**src/hashed_bucket_key_set_top_defines.svh**
```systemverilog
// Assertion macros shared by the hashed bucket key set RTL.
// Used by the top level; expects clk and rst_n in the including scope.
`ifndef HASHED_BUCKET_KEY_SET_TOP_DEFINES_SVH
`define HASHED_BUCKET_KEY_SET_TOP_DEFINES_SVH

// Same-cycle implication, checked outside reset.
`define HBKS_ASSERT_NOW(label, ante, cons, msg) \
    label: assert property (@(posedge clk) disable iff (!rst_n) (ante) |-> (cons)) \
        else $error(msg);

// Next-cycle implication, checked outside reset.
`define HBKS_ASSERT_NEXT(label, ante, cons, msg) \
    label: assert property (@(posedge clk) disable iff (!rst_n) (ante) |=> (cons)) \
        else $error(msg);

`endif

```
**src/hbks_pkg.sv**
```systemverilog
// Package for the hashed bucket key set: request kinds, FSM states and defaults.
// No dependencies.
`default_nettype none

package hbks_pkg;

    localparam int BUCKET_BITS_DEF = 10;
    localparam int SLOTS_DEF       = 32;
    localparam int KEY_W           = 32;
    localparam logic [KEY_W-1:0] HASH_MULT_RESET = 32'd1640531527;

    typedef enum logic [1:0] {
        KIND_LOOKUP = 2'd0,
        KIND_ADD    = 2'd1,
        KIND_CLEAR  = 2'd2,
        KIND_NOP    = 2'd3
    } kind_t;

    typedef enum logic [2:0] {
        ST_SWEEP_INIT,
        ST_IDLE,
        ST_HASH,
        ST_CNT_RD,
        ST_CNT_WAIT,
        ST_SCAN,
        ST_UPDATE,
        ST_DONE
    } state_t;

    typedef enum logic {
        SWEEP_FROM_RESET,
        SWEEP_FROM_CLEAR
    } sweep_src_t;

endpackage

`default_nettype wire

```
**src/hbks_hash.sv**
```systemverilog
// Multiplicative hash: registered low word of key times multiplier, top bits as bucket.
// Depends on hbks_pkg.
`default_nettype none

module hbks_hash #(
    parameter int BUCKET_BITS = 10
) (
    input  wire logic                     clk,
    input  wire logic [hbks_pkg::KEY_W-1:0] key,
    input  wire logic [hbks_pkg::KEY_W-1:0] multiplier,
    output logic      [BUCKET_BITS-1:0]   bucket
);

    import hbks_pkg::*;

    logic [KEY_W-1:0] prod_reg;
    logic [KEY_W-1:0] prod_next;

    assign prod_next = key * multiplier;

    always_ff @(posedge clk)
    begin
        prod_reg <= prod_next;
    end

    assign bucket = prod_reg[KEY_W-1 -: BUCKET_BITS];

endmodule

`default_nettype wire

```
**config.mk**
```make
export PLATFORM = sky130hd
export DESIGN_NAME = hbks_hash
export DESIGN_NICKNAME = d
export VERILOG_FILES = /design/src/hashed_bucket_key_set_top_defines.svh /design/src/hbks_pkg.sv /design/src/hbks_hash.sv
export SDC_FILE = /design/constraint.sdc
export NUM_CORES = 1
export LEC_CHECK = 0
export ABC_AREA = 1
export BUFFER_PORTS_ARGS = -buffer_cell sky130_fd_sc_hd__buf_2
export CAP_MARGIN = 5
export CORE_ASPECT_RATIO = 1.5
export CORE_MARGIN = 2
export CORE_UTILIZATION = 55
export DETAILED_ROUTE_END_ITERATION = 16
export PLACE_DENSITY = 0.69
export SLEW_MARGIN = 15
export SYNTH_ARGS = -nofsm -noshare
export SYNTH_HDL_FRONTEND = slang
export SYNTH_SLANG_ARGS = --single-unit
export TNS_END_PERCENT = 1
```
**constraint.sdc**
```tcl
create_clock -name clk -period 7.5 [get_ports clk]
set_input_delay 0.75 -clock clk [delete_from_list [all_inputs] [get_ports clk]]
set_output_delay 0.75 -clock clk [all_outputs]
set_load 0.01 [all_outputs]
```
==> impl_results.md <==
- Vias in the first global route: 15,100
- Initial antenna violation count: 0
- Mapped Cells: 2,294
- Pre-CTS setup slack: 0.200 ns
- Finished Layout Cells: 2,684
- Via count: 13,600
- Clock sink count: 10
- Gpl congestion: 0.911
- Max Fanout on Critical Path: 29
- CTS max path bufs: 2
- Syn Nets: 2,886
- Final nets: 2,877
- RSZ-0062 raised after global routing: false
- Post-Syn Area: 16,900 sq um
- Vias/cell: 5.07
- Commonest non-fill, non-tap cell in the layout: inv_1
- CP max stage delay: 0.59 ns
- Routed WL per cell: 17.3 um
- # Post-CTS Setup Buffers: 0
- Most frequent cells in the layout: inv_1 (800), nand2_1 (674), fa_1 (407)
- Critical Path End Type: flop
- Max reg flops: 10
- # IOs: 75
- N_diodes: 0
- CP Launch Type: input port
- Setup tns final: 0 ns
- Die H: 219 um
- Num rows: 78
- Area Overhead vs Synth: 3.68%
- Layout cell share with drive strength beyond 1: 4.29%
- Resized cells post-CTS: 0
- CP Cell Sequence: buf_2, nand2_1, fa_1, fa_1, fa_1, fa_1, inv_1, fa_1, inv_1, fa_1, fa_1, fa_1, inv_1, ha_1, nand2_1, inv_1, nand2_1, nor3_1, nand3_1, nand3_1, a21boi_0, nand3_1, nand2_1
- DRT Wirelength: 46.4 mm
- Status: finished, final reports clean
- Worst Tran Pin Value: 0.840 ns
- Cell mode on critical path: fa_1
- Total of max-cap violations: 0
- Cell Count Post-Placement: 2,680
- Seq/Total Area, Yosys: 1.19%
- IO Port Bufs: 74
- Max Fclk: 0.141 GHz
- Synth Warn #: 0
- Routed Antenna Nets: 0
- CTS root buffer: clkbuf_16
- Die footprint: 32,100 sq um
- First-pass GRT wire length: 75.4 mm
- Worst hold start: prod_reg[28]$_DFF_P_
- HPWL after detailed placement: 38.1 mm
- WS Path Type: in -> reg
- Worst-path clk slew: 0.04 ns
- Netlist cell types: 30
- GRT overflow: 0
- CTS tree: built
- Critical Path AT: 7.24 ns
- Period utilization: 94.8%
- Initial core utilization: 55.8%
- Final hold vios: 0
- Initial DRC count: 794
- Seq cells post-synth: 10
- Filler cells: 2,867
- Min cycle time layout: 7.11 ns
- Die X: 147 um
- Final worst slack: 0.391 ns
- Gr usage total: 30.7%
- Mean Syn Cell Area: 7.36 sq um
- Largest net degree at the start of global routing: 33
- Relative slew slack: 44.0%
- H-tree lvl count: 1
- Drt pass-1 iters: 7
- DRC: 0
- Worst Path Required: 7.63 ns
- CTS Buf Count: 3
- Setup Viol. Count Final: 0
- Worst Setup SP: multiplier[3]
- Slowest-stage cell, CP: fa_1
- Fin. max-slew vios: 0
- Core region area: 30,300 sq um
- Hold Crit Class: reg -> out
- Hold_buf cts: 0
-- metal layers --
layer  GRT usage (%)  vias to the layer above  share of wire [%]
li1                -                     6235                  -
met1            33.6                     6770                 35
met2            59.3                      448                 54
met3            1.63                      152                4.2
met4            16.1                        0                6.4
met5               0                        -                  0
-- Yosys cell counts --
master,instances,share of area (%)
xor2_1,15,0.78
buf_1,14,0.31
o21bai_1,3,0.13
o21ai_0,16,0.47
nand2_2,4,0.15
inv_1,800,18
clkbuf_1,64,1.4
nor3_1,8,0.24
o221ai_1,1,0.052
or2_2,1,0.037
ha_1,120,8.9
nand3_1,40,1.2
buf_4,8,0.36
a21o_1,6,0.27
a31oi_1,6,0.22
fa_1,407,48
a21oi_1,29,0.86
nor3b_1,1,0.045
xnor2_1,14,0.73
buf_2,13,0.39
nor4_1,2,0.074
inv_2,3,0.067
buf_6,1,0.067
nand2_1,674,15
a21boi_0,2,0.089
a221oi_1,1,0.052
nor2_1,23,0.51
dfxtp_1,10,1.2
nand4_1,4,0.15
nand3b_1,4,0.18
-- logic make-up after synthesis --
group                    count (synthesis)  share of synthesized area [%]
buffers and inverters                  903                           20.4
AND/OR/NAND/NOR                        761                           17.6
adder cells (fa/ha/maj)                527                           57.2
AO/OA/AOI/OAI                           64                           2.15
XOR/XNOR                                29                           1.51
flip-flops                              10                           1.19
-- worst max-delay path, delay by kind of cell --
kind	cells	cell delay (ns)
AOI/OAI and AO/OA	1	0.17
adders and majority gates	9	4.45
buffers and inverters	5	0.69
and+or+nand+nor	8	1.15
-- final cells by class --
cell class | count | area [sq um] | share of cell area (%)
sequential | 10 | 200 | 1.14
inverter | 803 | 3010 | 17.2
clock buffer | 4 | 88.8 | 0.508
multi-input combinational | 1381 | 13200 | 75.6
timing repair buffer | 86 | 460 | 2.63
tap | 400 | 500 | 2.86
-- final timing paths --
kind,slack [ns],endpoint,depth (start not counted)
max,0.39,prod_reg[31]$_DFF_P_,23
min,1.39,bucket[6],1
-- metrics by stage --
step	utilization (%)	hold WS (ns)	area, sq um
finish	57.8	1.39	17500
global route	57.8	1.40	17500
CTS	57.8	1.39	17500
detailed placement	57.5	1.15	17400
global placement	57.5	1.14	17400
floorplan	-	1.05	16900
Power is not shown: default switching activity piles up to over one toggle a cycle in this logic, so the estimate is an artifact.
